### src/ess_pkg.sv
// ----------------------------------------------------------------------------
// ess_pkg
// Shared types and constants for the energy speech segmenter.
// ----------------------------------------------------------------------------
package ess_pkg;

  localparam int SAMPLE_W      = 16;
  localparam int SQUARE_W      = 2 * SAMPLE_W;
  localparam int TIME_W        = 32;
  localparam int ENERGY_W      = 48;
  localparam int BLEN_W        = 13;
  localparam int CFG_DATA_W    = 48;
  localparam int CFG_IDX_W     = 3;
  localparam int MIN_BLOCK     = 64;
  localparam int MAX_BLOCK_DEF = 4096;

  // Register reset values
  localparam logic [BLEN_W-1:0]   BLOCK_LENGTH_RST = BLEN_W'(300);
  localparam logic [ENERGY_W-1:0] ENERGY_THR_RST   = ENERGY_W'(1073741);
  localparam logic [TIME_W-1:0]   MIN_SPEECH_RST   = TIME_W'(3000);
  localparam logic [TIME_W-1:0]   MIN_SILENCE_RST  = TIME_W'(3600);
  localparam logic [TIME_W-1:0]   PAD_RST          = TIME_W'(1200);
  localparam logic [TIME_W-1:0]   ITEM_LENGTH_RST  = '1;

  typedef enum logic [CFG_IDX_W-1:0] {
    REG_BLOCK_LENGTH     = 3'd0,
    REG_ENERGY_THRESHOLD = 3'd1,
    REG_MIN_SPEECH       = 3'd2,
    REG_MIN_SILENCE      = 3'd3,
    REG_PAD              = 3'd4,
    REG_ITEM_LENGTH      = 3'd5
  } cfg_reg_t;

  typedef struct packed {
    logic signed [SAMPLE_W-1:0] sample;
    logic                       last;
  } sample_item_t;

  typedef struct packed {
    logic [TIME_W-1:0] seg_start;
    logic [TIME_W-1:0] seg_end;
  } seg_item_t;

  typedef struct packed {
    logic [BLEN_W-1:0]   block_length;
    logic [ENERGY_W-1:0] energy_threshold;
    logic [TIME_W-1:0]   min_speech_samples;
    logic [TIME_W-1:0]   min_silence_samples;
    logic [TIME_W-1:0]   pad_samples;
    logic [TIME_W-1:0]   clip_length;
  } cfg_t;

  // Squared sample on its way to the accumulator
  typedef struct packed {
    logic                valid;
    logic                last;
    logic [SQUARE_W-1:0] square;
  } square_t;

  // A run that has just closed
  typedef struct packed {
    logic              valid;
    logic [TIME_W-1:0] run_start;
    logic [TIME_W-1:0] loud_end;
  } close_t;

endpackage

### src/ess_square.sv
// ----------------------------------------------------------------------------
// ess_square
// Input register and sample squarer.
// ----------------------------------------------------------------------------
module ess_square
  import ess_pkg::*;
(
  input  logic         clk,
  input  logic         rst,
  input  logic         adv,
  input  logic         in_valid,
  input  sample_item_t in_item,
  output square_t      sq
);

  logic                       s1_valid;
  sample_item_t               s1_item;
  logic                       sq_valid;
  logic                       sq_last;
  logic [SQUARE_W-1:0]        sq_value;
  logic signed [SQUARE_W-1:0] product;

  assign product = SQUARE_W'(s1_item.sample) * SQUARE_W'(s1_item.sample);

  always_ff @(posedge clk) begin
    if (rst) begin
      s1_valid <= 1'b0;
      sq_valid <= 1'b0;
    end else if (adv) begin
      s1_valid <= in_valid;
      sq_valid <= s1_valid;
    end
  end

  always_ff @(posedge clk) begin
    if (adv) begin
      s1_item  <= in_item;
      sq_last  <= s1_item.last;
      sq_value <= SQUARE_W'(unsigned'(product));
    end
  end

  assign sq = '{valid: sq_valid, last: sq_last, square: sq_value};

endmodule

### src/ess_track.sv
// ----------------------------------------------------------------------------
// ess_track
// Block energy accumulator and speech run tracker.
// ----------------------------------------------------------------------------
module ess_track
  import ess_pkg::*;
#(
  parameter int MAX_BLOCK = MAX_BLOCK_DEF
) (
  input  logic    clk,
  input  logic    rst,
  input  logic    adv,
  input  square_t sq,
  input  cfg_t    cfg,
  output close_t  close
);

  localparam int FILL_W = $clog2(MAX_BLOCK + 1);
  localparam int CMP_W  = (FILL_W > BLEN_W) ? FILL_W : BLEN_W;

  logic [TIME_W-1:0]   sample_count, sample_count_next;
  logic [TIME_W-1:0]   block_start, block_start_next;
  logic [FILL_W-1:0]   block_fill, block_fill_next;
  logic [ENERGY_W-1:0] energy_sum, energy_sum_next;
  logic                run_active, run_active_next;
  logic [TIME_W-1:0]   run_start, run_start_next;
  logic [TIME_W-1:0]   loud_end, loud_end_next;

  logic                close_valid, fire;
  logic [TIME_W-1:0]   close_start, close_end, fire_start, fire_end;

  logic [CMP_W-1:0]    cfg_len, blen;
  logic [FILL_W-1:0]   fill_inc;
  logic [ENERGY_W:0]   energy_wide;
  logic [ENERGY_W-1:0] energy_new;
  logic [TIME_W-1:0]   count_inc;
  logic                blk_done, loud, gap_met;

  // Block length clamped to the supported range
  assign cfg_len = CMP_W'(cfg.block_length);
  always_comb begin
    priority if (cfg_len < CMP_W'(MIN_BLOCK)) begin
      blen = CMP_W'(MIN_BLOCK);
    end else if (cfg_len > CMP_W'(MAX_BLOCK)) begin
      blen = CMP_W'(MAX_BLOCK);
    end else begin
      blen = cfg_len;
    end
  end

  assign fill_inc    = block_fill + FILL_W'(1);
  assign count_inc   = sample_count + TIME_W'(1);
  assign blk_done    = (CMP_W'(fill_inc) >= blen) || sq.last;
  assign energy_wide = {1'b0, energy_sum} + (ENERGY_W + 1)'(sq.square);
  assign energy_new  = energy_wide[ENERGY_W] ? '1 : energy_wide[ENERGY_W-1:0];
  assign loud        = energy_new >= cfg.energy_threshold;
  assign gap_met     = (block_start - loud_end) >= cfg.min_silence_samples;

  always_comb begin
    sample_count_next = sample_count;
    block_start_next  = block_start;
    block_fill_next   = block_fill;
    energy_sum_next   = energy_sum;
    run_active_next   = run_active;
    run_start_next    = run_start;
    loud_end_next     = loud_end;
    fire              = 1'b0;
    fire_start        = run_start;
    fire_end          = loud_end;

    if (adv && sq.valid) begin
      sample_count_next = count_inc;
      block_fill_next   = fill_inc;
      energy_sum_next   = energy_new;

      if (blk_done) begin
        block_fill_next  = '0;
        energy_sum_next  = '0;
        block_start_next = count_inc;
        if (loud) begin
          run_active_next = 1'b1;
          if (!run_active) begin
            run_start_next = block_start;
          end
          loud_end_next = count_inc;
        end else if (run_active && gap_met) begin
          fire            = 1'b1;
          run_active_next = 1'b0;
          run_start_next  = '0;
          loud_end_next   = '0;
        end
      end

      // end of stream: flush any open run, then start a fresh item
      if (sq.last) begin
        if (!fire && run_active_next) begin
          fire       = 1'b1;
          fire_start = run_start_next;
          fire_end   = loud_end_next;
        end
        sample_count_next = '0;
        block_start_next  = '0;
        block_fill_next   = '0;
        energy_sum_next   = '0;
        run_active_next   = 1'b0;
        run_start_next    = '0;
        loud_end_next     = '0;
      end
    end
  end

  always_ff @(posedge clk) begin
    if (rst) begin
      sample_count <= '0;
      block_start  <= '0;
      block_fill   <= '0;
      energy_sum   <= '0;
      run_active   <= 1'b0;
      run_start    <= '0;
      loud_end     <= '0;
      close_valid  <= 1'b0;
    end else begin
      sample_count <= sample_count_next;
      block_start  <= block_start_next;
      block_fill   <= block_fill_next;
      energy_sum   <= energy_sum_next;
      run_active   <= run_active_next;
      run_start    <= run_start_next;
      loud_end     <= loud_end_next;
      if (adv) begin
        close_valid <= fire;
      end
    end
  end

  always_ff @(posedge clk) begin
    if (adv) begin
      close_start <= fire_start;
      close_end   <= fire_end;
    end
  end

  assign close = '{valid: close_valid, run_start: close_start, loud_end: close_end};

endmodule

### src/ess_segment.sv
// ----------------------------------------------------------------------------
// ess_segment
// Length check, padding and clamping of closed runs; result register.
// ----------------------------------------------------------------------------
module ess_segment
  import ess_pkg::*;
(
  input  logic      clk,
  input  logic      rst,
  input  logic      adv,
  input  close_t    close,
  input  cfg_t      cfg,
  output logic      seg_valid,
  output seg_item_t seg_item
);

  logic              pad_valid;
  logic [TIME_W-1:0] pad_start, pad_end;
  logic              long_enough, keep;
  logic [TIME_W-1:0] start_pad, end_sat, end_clamp;
  logic [TIME_W:0]   end_wide;

  // stage 1: minimum length, padded start (floor 0), padded end (saturated)
  assign long_enough = (close.loud_end - close.run_start) >= cfg.min_speech_samples;
  assign start_pad   = (close.run_start >= cfg.pad_samples) ?
                       close.run_start - cfg.pad_samples : '0;
  assign end_wide    = {1'b0, close.loud_end} + {1'b0, cfg.pad_samples};
  assign end_sat     = end_wide[TIME_W] ? '1 : end_wide[TIME_W-1:0];

  // stage 2: clamp to item length, drop empty segments
  assign end_clamp = (pad_end > cfg.clip_length) ? cfg.clip_length : pad_end;
  assign keep      = end_clamp > pad_start;

  always_ff @(posedge clk) begin
    if (rst) begin
      pad_valid <= 1'b0;
      seg_valid <= 1'b0;
    end else if (adv) begin
      pad_valid <= close.valid && long_enough;
      seg_valid <= pad_valid && keep;
    end
  end

  always_ff @(posedge clk) begin
    if (adv) begin
      pad_start          <= start_pad;
      pad_end            <= end_sat;
      seg_item.seg_start <= pad_start;
      seg_item.seg_end   <= end_clamp;
    end
  end

endmodule

### src/energy_speech_segmenter.sv
// ----------------------------------------------------------------------------
// energy_speech_segmenter
// Energy-based speech segmenter with hangover: sample in, segment out.
// ----------------------------------------------------------------------------
// Path: a segment passes the input reg, square reg, run tracker reg, pad reg
// and result reg after the sample that closes it. Throughput: one sample per
// cycle unless a segment waits; the squarer and accumulator are pipelined.
// Reset: rst (synchronous) empties the pipe, clears block and run state and
// loads the register defaults. No clearing pass.
// ----------------------------------------------------------------------------
module energy_speech_segmenter
  import ess_pkg::*;
#(
  parameter int MAX_BLOCK = MAX_BLOCK_DEF
) (
  input  logic                  clk,
  input  logic                  rst,
  // sample channel
  input  logic                  sample_valid,
  output logic                  sample_ready,
  input  sample_item_t          sample_item,
  // segment channel
  output logic                  seg_valid,
  input  logic                  seg_ready,
  output seg_item_t             seg_item,
  // configuration write port
  input  logic                  cfg_we,
  input  logic [CFG_IDX_W-1:0]  cfg_index,
  input  logic [CFG_DATA_W-1:0] cfg_data
);

  cfg_t    cfg;
  square_t sq;
  close_t  close;
  logic    adv;

  // The whole pipe moves together; it stalls only while a finished segment
  // waits at the output. The result register decouples the two sides, so a
  // new sample is still taken in the cycle the pending segment transfers.
  assign adv          = !seg_valid || seg_ready;
  assign sample_ready = adv;

  // Configuration registers. Writes to unused indexes are dropped.
  always_ff @(posedge clk) begin
    if (rst) begin
      cfg.block_length        <= BLOCK_LENGTH_RST;
      cfg.energy_threshold    <= ENERGY_THR_RST;
      cfg.min_speech_samples  <= MIN_SPEECH_RST;
      cfg.min_silence_samples <= MIN_SILENCE_RST;
      cfg.pad_samples         <= PAD_RST;
      cfg.clip_length         <= ITEM_LENGTH_RST;
    end else if (cfg_we) begin
      unique case (cfg_index)
        REG_BLOCK_LENGTH:     cfg.block_length        <= cfg_data[BLEN_W-1:0];
        REG_ENERGY_THRESHOLD: cfg.energy_threshold    <= cfg_data[ENERGY_W-1:0];
        REG_MIN_SPEECH:       cfg.min_speech_samples  <= cfg_data[TIME_W-1:0];
        REG_MIN_SILENCE:      cfg.min_silence_samples <= cfg_data[TIME_W-1:0];
        REG_PAD:              cfg.pad_samples         <= cfg_data[TIME_W-1:0];
        REG_ITEM_LENGTH:      cfg.clip_length         <= cfg_data[TIME_W-1:0];
        default: begin
        end
      endcase
    end
  end

  // Input register and 16x16 square
  ess_square u_square (
    .clk      (clk),
    .rst      (rst),
    .adv      (adv),
    .in_valid (sample_valid),
    .in_item  (sample_item),
    .sq       (sq)
  );

  // Saturating block sum of squares, loud/quiet decision, run open/close.
  // A quiet block closes a run once the gap since the last loud end is met;
  // the final sample of the stream flushes any open run and resets indices.
  ess_track #(
    .MAX_BLOCK (MAX_BLOCK)
  ) u_track (
    .clk   (clk),
    .rst   (rst),
    .adv   (adv),
    .sq    (sq),
    .cfg   (cfg),
    .close (close)
  );

  // Minimum-length filter, padding, clamp to item length, result register
  ess_segment u_segment (
    .clk       (clk),
    .rst       (rst),
    .adv       (adv),
    .close     (close),
    .cfg       (cfg),
    .seg_valid (seg_valid),
    .seg_item  (seg_item)
  );

endmodule

### config.mk
export PLATFORM = sky130hd
export DESIGN_NAME = energy_speech_segmenter
export DESIGN_NICKNAME = d
export VERILOG_FILES = /design/src/ess_pkg.sv /design/src/ess_square.sv /design/src/ess_track.sv /design/src/ess_segment.sv /design/src/energy_speech_segmenter.sv
export SDC_FILE = /design/constraint.sdc
export NUM_CORES = 2
export LEC_CHECK = 0
export ABC_AREA = 1
export BUFFER_PORTS_ARGS = -buffer_cell sky130_fd_sc_hd__buf_2
export CAP_MARGIN = 20
export CORE_MARGIN = 3
export CORE_UTILIZATION = 60
export CTS_BUF_LIST = sky130_fd_sc_hd__clkbuf_4 sky130_fd_sc_hd__clkbuf_8
export DETAILED_ROUTE_END_ITERATION = 8
export PLACE_DENSITY = 0.76
export SYNTH_ARGS = -nofsm -noshare
export SYNTH_HDL_FRONTEND = slang
export SYNTH_SLANG_ARGS = --single-unit
export TNS_END_PERCENT = 30
### constraint.sdc
create_clock -name clk -period 9.1 [get_ports clk]
set_input_delay 0.455 -clock clk [delete_from_list [all_inputs] [get_ports clk]]
set_output_delay 0.455 -clock clk [all_outputs]
set_load 0.005 [all_outputs]
Word-level counts from Yosys, hierarchy flattened
Index checks and enable logic that the tools add are counted.
- magnitude comparators: 9
- equal/unequal tests: 5
- $mul: 1
- $add $sub $neg: 7
- muxes and demuxes: 38
- reduce and logical (&&, ||, !) cells: 18
- operator list (kind ; count):
    $mux 32 ; 19
    $mux 48 ; 3
    $ge 32x32->1 ; 3
    $sub 32x32->32 ; 3
    $gt 32x32->1 ; 2
    $mux 13 ; 4
    $add 48x32->49 ; 1
    $ge 48x48->1 ; 1
    $add 32x32->33 ; 1
    $add 32x1->32 const B ; 1
    $mul 16x16->32 ; 1
    $reduce_and 2->1 ; 7
    $add 13x1->13 const B ; 1
    $ge 13x13->1 ; 1
    $gt 13x13->1 const B ; 1
    $lt 13x7->1 const B ; 1
    $mux 1 ; 12
    $eq 3x2->1 const B ; 2
    $eq 3x3->1 const B ; 2
    $logic_and 1x1->1 ; 5
    $eq 3x1->1 const B ; 1
    $logic_not 3->1 ; 1
    $logic_not 1->1 ; 2
    $logic_or 1x1->1 ; 2
    $reduce_bool 2->1 ; 1
- input port bits: 73
- output and inout bits: 66
- flip-flop bits (word level): 626

Longest topological paths before layout
- word-level depth: 12
- depth in mapped cells: 31

By module
Synthesis repeated with hierarchy kept, for this count alone.
- cell total of the unflattened synthesis: 7307
- area, all modules: 51510.7 µm²
- by module, submodules not included (module ; area an instance (µm²) ; instances ; seq. area each (µm²) ; cells an instance):
    ess_track ; 19389.8 ; 1 ; 5745.5 ; 3017
    ess_segment ; 13367.8 ; 1 ; 3883.7 ; 1887
    ess_square ; 11506.0 ; 1 ; 1511.4 ; 1370
    energy_speech_segmenter ; 7247.0 ; 1 ; 3783.6 ; 1033

Worst setup path after synthesis
OpenSTA, ideal clock, no wires.
- path type: reg2reg
- from: register u_square.s1_item[2] (netlist bit)
- to: register u_square.sq_value[28] (data pin)
- stages on the path, launching flop included: 24
- path buffers: 2
- required time: 8.840 ns
- path slack: 2.789 ns
- arrival time: 6.051 ns
- path through: edfxtp_1 > clkbuf_1 > clkbuf_1 > nand2_1 > inv_1 > fa_1 > fa_1 > inv_1 > fa_1 > inv_1 > fa_1 > fa_1 > inv_1 > fa_1 > inv_1 > ha_1 > nand2_1 > nor4_1 > o21ai_0 > nand3_1 > nand2_1 > nand3_1 > a21oi_1 > xnor2_1
- word-level cells in the longest chain between the ends: 1
- RTL lines (element ; RTL line ; RTL):
    from (decl) ; ess_square.sv:17 ; sample_item_t s1_item;
    from (signal assigned) ; ess_square.sv:37 ; s1_item <= in_item;
    $mul 16x16->32 ; ess_square.sv:23 ; assign product = SQUARE_W'(s1_item.sample) * SQUARE_W'(s1_item.sample);
    named net u_square.product[28] ; ess_square.sv:21 ; logic signed [SQUARE_W-1:0] product;
    to (signal assigned) ; ess_square.sv:39 ; sq_value <= SQUARE_W'(unsigned'(product));
    to (decl) ; ess_square.sv:20 ; logic [SQUARE_W-1:0] sq_value;
The timed path passes the listed nets, and every way through them passes these cells.
A chain may end at the register's enable or synchronous reset.

Final worst setup path
- from: register u_square.s1_item[16] (netlist bit)
- to: register u_square.sq_value[28] (data pin)
Same word-level chain as after synthesis.

==> impl_metrics.tcl <==
set metrics [dict create \
    grt.overflow.total 0 \
    final_nets 7248 \
    path_max_fanout 23 \
    r2r_slack_ps 2230 \
    rsz0062_at_grt "false" \
    r2r_start "u_square.s1_item[16]" \
    synth_edf_count 241 \
    regArea_mm2 0.0149 \
    finalCritPeriodShare_pct 75.4 \
    synth_async_sr_flop_share_pct 0 \
    ys_ff_latch 625 \
    status "completed" \
    routed_wl_mm 145 \
    syn-num-nets 7147 \
    p_per_area_mw_per_mm2 284 \
    antenna_left 0 \
    nFillCells 6894 \
    clockBufferDepth 3 \
    place_inst 7404 \
    crit_path_max_incr_delay_ps 840 \
    critPathKind "reg -> reg" \
    start_kind "flop" \
    die_area_mm2 0.0848 \
    crit_slowest_cell "edfxtp_1" \
    final_core_util_pct 66.4 \
    vias_per_cell 5.65 \
    endpoint_kind "flop" \
    synth_flop_cell "dfxtp_1" \
    path_cells "nand2_1 > inv_1 > fa_1 > fa_1 > inv_1 > fa_1 > inv_1 > fa_1 > fa_1 > inv_1 > fa_1 > inv_1 > ha_1 > nand2_1 > nor4_1 > o21ai_0 > nand3_1 > nand2_1 > nand3_1 > a21oi_1 > xnor2_1" \
    fin_skew_ps 70.0 \
    grt.total_usage_pct 33.9 \
    ys_types 56 \
    vdd.ir_drop.worst_uv 549 \
    ys_warn_count 0 \
    wl_per_cell_um 19.0 \
    path_clk_slew_ps 60 \
    io_pins 139 \
    crit_top_cell "fa_1" \
    final-instance-count-excl-fill 7644 \
    netlist_area_mm2 0.0488 \
    max_freq_mhz 146 \
    worstHoldStart "cfg_data[0]" \
    cts_resized 0 \
    min_period_ps 6870 \
    grt_antenna_before_repair 8 \
    first_iter_violations 4207 \
    ctsHtreeMaxLevel 3 \
    first_global_vias 41600 \
    drc_errors 0 \
    tritoncts "yes" \
    hold_depth 3 \
    worstMarginPinSlew_ps 1140 \
    synth.avg_cell_area_um2 7.63 \
    syn_inst 6395 \
    clk_latency_ps 790 \
    hold_path_end "cfg[0]" \
    seq_area_frac_synth_pct 30.6 \
    cts_sinks 625 \
    relSlewSlack_pct 23.9 \
    fp.dieW_um 291 \
    multi_input_area_mm2 0.0290 \
    syn_to_final_growth_pct 8.62 \
    start_util_pct 61.2 \
    die_height_um 291 \
    grt_pass1_wl_mm 228 \
    drive_gt1_share_pct 7.12 \
    slew_violations 0 \
    core_area_mm2 0.0798 \
    hold_class "in -> reg" \
    numCtsBuffers 107 \
    portBuffers 138 \
    fin_tns_setup_ps 0 \
    cap_violations 0 \
    vias 43200 \
    r2r-end "u_square.sq_value[28]" \
    worstPathArrival_ps 7350 \
    dr.pass1.iters 6 \
    p_leak_uw 0.0258 \
    place_area_mm2 0.0502 \
    reg2reg_depth 21 \
    holdWs_ps 73.6 \
    grt_max_degree 164 \
    critPathRequiredTime_ps 9580 \
    rows 103 \
    post-dp-hpwl_mm 112 \
    finalWeightedCongestion 0.967 \
    fin_area_mm2 0.0530 \
    clockRootBuffer "clkbuf_8" \
    setup_viol 0 \
    hold_viol_final 0 \
]
## worst max path at each step
stage                               from                    end  cells after the start
CTS                 u_square.s1_item[16]  u_square.sq_value[28]                     21
detailed placement  u_square.s1_item[16]  u_square.sq_value[28]                     21
floorplan            u_square.s1_item[2]  u_square.sq_value[28]                     23
global route        u_square.s1_item[16]  u_square.sq_value[28]                     21
finish              u_square.s1_item[16]  u_square.sq_value[28]                     21
global placement    u_square.s1_item[16]  u_square.sq_value[28]                     21
## power breakdown
part / internal, uW / total, uW / switching [uW]
registers: 3440 / 3570 / 129
logic: 3280 / 8610 / 5330
clock network: 1610 / 2880 / 1270
## per-layer routing
metal	vias up	routed length [um]	global-route usage [%]
met1	20100	66000	49.8
met4	2	4470	10.2
met5	-	13	0
li1	21100	-	-
met3	231	12200	5.10
met2	1680	62600	51.9
## registers in the layout, indices dropped and copies added, names as in the netlist
name and count:
u_square.sq_last 1, cfg 189, u_track.sample_count 32, u_track.run_start 32, u_segment.pad_end 32, u_square.sq_value 31
u_track.block_start 32, u_track.close_end 32, u_track.close_valid 1, u_track.close_start 32, u_track.run_active 1, u_segment.pad_valid 1
u_square.sq_valid 1, u_segment.seg_item 64, u_track.loud_end 32, u_square.s1_item 17, u_track.block_fill 13, u_segment.pad_start 32
u_segment.seg_valid 1, u_square.s1_valid 1, u_track.energy_sum 48
## metrics by stage
stage | total power, uW | setup WS (ps)
final | 15100 | 2230
after global routing | 16500 | 1690
after CTS | 15000 | 2250
after detailed placement | 12100 | 2270
after global placement | 12000 | 2320
after floorplan | 9970 | 2790
## timing repair
| item | in CTS | in global routing |
|---|---|---|
| endpoints found under the hold margin | 33 | 0 |
| setup buffers | 0 | 0 |
| hold buffers | 33 | 0 |
## cells by family (layout without fill, tap and decap cells)
group	after synthesis	count (layout)	share of synthesized area [%]
AND/OR/NAND/NOR	2331	2331	20.2
buffers and inverters	1292	1487	10.2
AO/OA/AOI/OAI	1279	1279	14.4
adder cells (fa/ha/maj)	679	679	21.1
flip-flops	625	625	30.6
XOR/XNOR	171	171	3.07
multiplexers	18	18	0.415
other	0	4	0
## cells in the mapped netlist, drive strengths merged (66+ instances only)
cell | n | area [um^2]
nor3 | 66 | 340
inv | 1077 | 4040
fa | 242 | 4840
nor2 | 400 | 1510
o21ai | 425 | 2160
dfxtp | 384 | 7690
clkbuf | 155 | 583
ha | 437 | 5470
edfxtp | 241 | 7240
nand3 | 337 | 1840
xor2 | 117 | 1020
nand4 | 82 | 526
nand2 | 1378 | 5170
a21oi | 629 | 3150
## final cells by class
type | count | share of cell area (%)
timing repair buffer | 203 | 2.43
inverter | 1081 | 7.68
clock inverter | 40 | 0.772
sequential | 625 | 28.2
multi-input combinational | 4478 | 54.6
tap | 1050 | 2.48
antenna | 4 | 0.0189
clock buffer | 163 | 3.82
## worst max-delay path: cells and delay by family (launching register included)
kind / cells / cell delay [ps]
adder cells (fa/ha/maj): 7 / 3800
AND/OR/NAND/NOR: 6 / 1000
AO/OA/AOI/OAI: 2 / 230
XOR/XNOR: 1 / 120
flip-flops: 1 / 840
buffers and inverters: 5 / 540
## placed cells by master (no fill, tap or decap), drive strengths merged, types with 10 or more instances in the layout
master,synthesis,routed
nand2,1378,1378
inv,1077,1084
a21oi,629,629
ha,437,437
o21ai,425,425
nor2,400,400
dfxtp,384,384
nand3,337,337
fa,242,242
edfxtp,241,241
buf,56,170
clkbuf,155,163
xor2,117,117
nand4,82,82
nor3,66,66
o211ai,59,59
xnor2,54,54
o21a,52,52
dlygate4sd3,0,33
a21o,28,28
clkinv,4,28
or2,25,25
nor4,19,19
mux2,18,18
o21bai,17,17
a31oi,14,14
a21boi,14,14
a221oi,10,10
nand3b,10,10
Note: power is estimated with default switching activity, not from simulation.
